$ cat config.mk
export PLATFORM = sky130hd
export DESIGN_NAME = rpe_pixel_fx
export DESIGN_NICKNAME = d
export VERILOG_FILES = /design/src/rtl/rpe_pkg.sv /design/src/rtl/rpe_pixel_fx.sv
export SDC_FILE = /design/constraint.sdc
export NUM_CORES = 1
export LEC_CHECK = 0
export ABC_AREA = 1
export ABC_CLOCK_PERIOD_IN_PS = 7900
export BUFFER_PORTS_ARGS = -buffer_cell sky130_fd_sc_hd__buf_2
export CELL_PAD_IN_SITES_DETAIL_PLACEMENT = 1
export CELL_PAD_IN_SITES_GLOBAL_PLACEMENT = 1
export CORE_MARGIN = 2
export CORE_UTILIZATION = 38
export DETAILED_ROUTE_END_ITERATION = 10
export PLACE_DENSITY = 0.87
export SETUP_SLACK_MARGIN = 0.15
export SLEW_MARGIN = 10
export SYNTH_ARGS = -nofsm -noshare
export SYNTH_HDL_FRONTEND = slang
export SYNTH_SLANG_ARGS = --single-unit
$ cat constraint.sdc
create_clock -name vclk -period 7.9
set_input_delay 1.185 -clock vclk [all_inputs]
set_output_delay 1.185 -clock vclk [all_outputs]
set_load 0.02 [all_outputs]
$ cat src/rtl/rpe_pkg.sv
package rpe_pkg;

    localparam int MAX_ROW_WIDTH_DEF = 1024;

    localparam int CH_W    = 8;
    localparam int PIX_W   = 3 * CH_W;
    localparam int SUM_W   = 10;
    localparam int RW_W    = 11;
    localparam int CFG_IDX_W  = 3;
    localparam int CFG_DATA_W = 11;

    localparam logic [RW_W-1:0] ROW_WIDTH_RESET = 11'd1024;

    // Reciprocal of three scaled by 2^11; exact floor for sums up to 765.
    localparam int DIV3_MUL   = 683;
    localparam int DIV3_SHIFT = 11;

    localparam logic MODE_PIXEL = 1'b0;
    localparam logic MODE_DRAIN = 1'b1;

    typedef enum logic [CFG_IDX_W-1:0] {
        REG_GREYSCALE = 3'd0,
        REG_MIRROR    = 3'd1,
        REG_NEGATE    = 3'd2,
        REG_FLATTEN   = 3'd3,
        REG_CONTRAST  = 3'd4,
        REG_ROW_WIDTH = 3'd5
    } cfg_reg_t;

    typedef struct packed {
        logic       greyscale_on;
        logic [2:0] negate_mask;
        logic [2:0] flatten_mask;
        logic       contrast_on;
    } fx_cfg_t;

    function automatic logic [CH_W-1:0] div3(input logic [SUM_W-1:0] sum);
        logic [2*SUM_W-1:0] prod;
        prod = (2*SUM_W)'(sum) * (2*SUM_W)'(DIV3_MUL);
        return CH_W'(prod >> DIV3_SHIFT);
    endfunction

endpackage

$ cat src/rtl/rpe_pixel_fx.sv
module rpe_pixel_fx (
    input  rpe_pkg::fx_cfg_t              cfg,
    input  logic [rpe_pkg::CH_W-1:0]      red,
    input  logic [rpe_pkg::CH_W-1:0]      green,
    input  logic [rpe_pkg::CH_W-1:0]      blue,
    output logic [rpe_pkg::PIX_W-1:0]     pixel
);

    logic [rpe_pkg::SUM_W-1:0] sum;
    logic [rpe_pkg::CH_W-1:0]  avg;
    logic [rpe_pkg::CH_W-1:0]  ch [3];

    assign sum = rpe_pkg::SUM_W'(red) + rpe_pkg::SUM_W'(green) + rpe_pkg::SUM_W'(blue);
    assign avg = rpe_pkg::div3(sum);

    always_comb begin
        if (cfg.greyscale_on) begin
            ch[0] = avg;
            ch[1] = avg;
            ch[2] = avg;
        end else begin
            ch[0] = red;
            ch[1] = green;
            ch[2] = blue;
        end
        for (int i = 0; i < 3; i++) begin
            if (cfg.negate_mask[i]) begin
                ch[i] = ~ch[i];
            end
            if (cfg.flatten_mask[i]) begin
                ch[i] = '0;
            end
            // Above 127 is exactly the top bit being set.
            if (cfg.contrast_on) begin
                ch[i] = {rpe_pkg::CH_W{ch[i][rpe_pkg::CH_W-1]}};
            end
        end
    end

    assign pixel = {ch[2], ch[1], ch[0]};

endmodule

==> results.yml <==
yosys:
  syn_inst: 479
  synth.area.top_cells: "ha_1, fa_1, nand2_1"
  syn_nets: 603
  yosysUniqueCellTypes: 30
  yosysSeqAreaShare_pct: 0
  synth_top_cell_by_area: "ha_1"
  ys_warn_count: 0
  syn_area_per_cell_sq_um: 6.69
  syn_area_sq_um: 3200
  synth_top_area_share_pct: 25.0
critical_path:
  cp.arrival_ns: 7.67
  crit_type: "in -> out"
  max_stage_delay_ns: 0.62
  required_ns: 6.71
  slowest_stage: "fa_1"
  crit_fanout: 6
  endpoint_kind: "output pin"
  worst_path_most_repeated_cell: "nand2_1"
  startpoint_type: "input pin"
placement:
  placed_cells: 685
  gp_congestion: 0.974
  dp_hpwl_mm: 11.0
  port_buffers: 56
drt:
  vias: 4428
  wl_per_cell_microns: 28.8
  first_iter_violations: 322
  drc: 0
  viasPerCell: 6.31
  dr_wl_met2_mm: 9.62
  wl_mm: 20.2
  routed.top_layer: "met4"
  drtAntennaViolNets: 0
  dr.pass1.iters: 4
  route.met3.wl_mm: 1.77
  wl_met1_mm: 6.94
global_routing:
  first_global_vias: 4515
  grt_start_max_net_pins: 36
  antenna_found_initial: 0
  grt_pass1_wl_mm: 24.5
  overflow: 0
  grtUsageTotal_pct: 35.3
flow_run:
  drv_cap: 0
floorplan:
  fp.dieW_microns: 95.8
  core_area_sq_um: 8180
  rows: 33
  fp.dieH_microns: 95.8
  start_util_pct: 39.2
  ios: 56
  die_area_sq_um: 9180
sta:
  timing_hold_violations_final: 0
  worst_slew_pin_slew_ns: 0.722
  hold-worst-slack_ns: 2.66
  max_freq_ghz: 0.113
  finalCritPeriodShare_pct: 112
  setup_viol: 24
  final.setup.worst_slack_ns: -0.955
  rsz0062_at_grt: "true"
  fin_crit_ns: 8.86
  slew_viol_final: 0
  slew-limit-headroom_pct: 51.9
layout:
  fill_cells: 1008
  regArea_sq_um: 0
  nClkBuffers: 0
  final_cell_mix: "nand2_1, inv_1, buf_4"
  nets: 723
  final_common_cell: "nand2_1"
  antenna_cells: 0
  area_delta_synth_final_pct: 53.5
  drive_gt1_share_pct: 43.0
  design.seq.count: 0
  stdcell_count: 702
  multi_input_area_sq_um: 3480
status:
  violations: "setup timing"
  run_status: "complete, but fails checks"
worst_hold_path:
  hold_depth: 3
  hp-start: "cfg[1]"
  min_to: "pixel[7]"
  min_path_type: "in -> out"
[critical path: cells and delay by family]
kind            cells  cell delay [ns]
xor+xnor            1             0.24
fa+ha+maj           8             3.22
simple gates       13             1.74
buf+inv             7             0.60
compound gates      4             0.66
[layer usage]
layer	vias to the layer above	global-route usage, %
li1	1788	-
met1	2142	40.9
met2	344	62.1
met3	154	6.03
met4	0	18.3
met5	-	0
[timing repair]
action | in CTS | in global routing
setup endpoints to repair | 24 | 24
hold buffers | 0 | 0
pin swaps | 37 | 16
gates resized for setup | 80 | 78
setup buffers | 10 | 7
[kinds of logic after synthesis]
group,count (synthesis),synth area share [%]
AO/OA/AOI/OAI,59,10.7
XOR/XNOR,13,3.55
buffers and inverters,92,10.8
adder cells (fa/ha/maj),92,42.5
AND/OR/NAND/NOR,223,32.5
[metrics by stage]
step                cell area [sq um]  utilization [%]  setup TNS, ns  worst slack (ns)
floorplan                        3330                -              0            0.0773
global placement                 4100             50.2          -6.81            -0.392
detailed placement               4100             50.2         -13.45            -0.659
CTS                              4560             55.8          -3.86            -0.205
global route                     4920             60.2         -24.15             -1.12
finish                           4920             60.2         -21.28            -0.955
[Yosys cell counts]
cell / n
a21boi_0: 3
fa_1: 28
a31oi_1: 1
nor4_1: 1
and3_1: 1
o21ai_2: 1
o211ai_1: 6
nor2_1: 22
nand2_2: 7
nand4_4: 3
xor2_1: 10
o21ai_1: 3
o21bai_1: 4
o21a_1: 1
nand2_1: 122
ha_1: 64
inv_1: 82
a21o_1: 3
clkbuf_1: 6
a21oi_1: 19
nand3_2: 3
nor3_1: 3
o21ai_0: 18
xnor2_1: 3
clkinv_1: 4
or2_2: 12
nand3_4: 1
nand3_1: 46
nor2_2: 1
nand4_1: 1
[how the worst max path moves through the flow]
| stage | end | start | depth (start not counted) |
|---|---|---|---|
| after floorplan | pixel[0] | blue[1] | 34 |
| after global placement | pixel[6] | blue[1] | 35 |
| after detailed placement | pixel[6] | blue[1] | 35 |
| after CTS | pixel[11] | blue[1] | 38 |
| after global routing | pixel[20] | green[1] | 33 |
| final | pixel[20] | green[1] | 33 |
[final cells by class]
type	count	area share [%]
timing repair buffer	124	19.9
multi-input combinational	387	70.7
tap	105	2.67
inverter	86	6.77
Power is left out: the tool's default activity adds up to more than one toggle a clock period on the data nets, which glitch-free logic cannot reach.
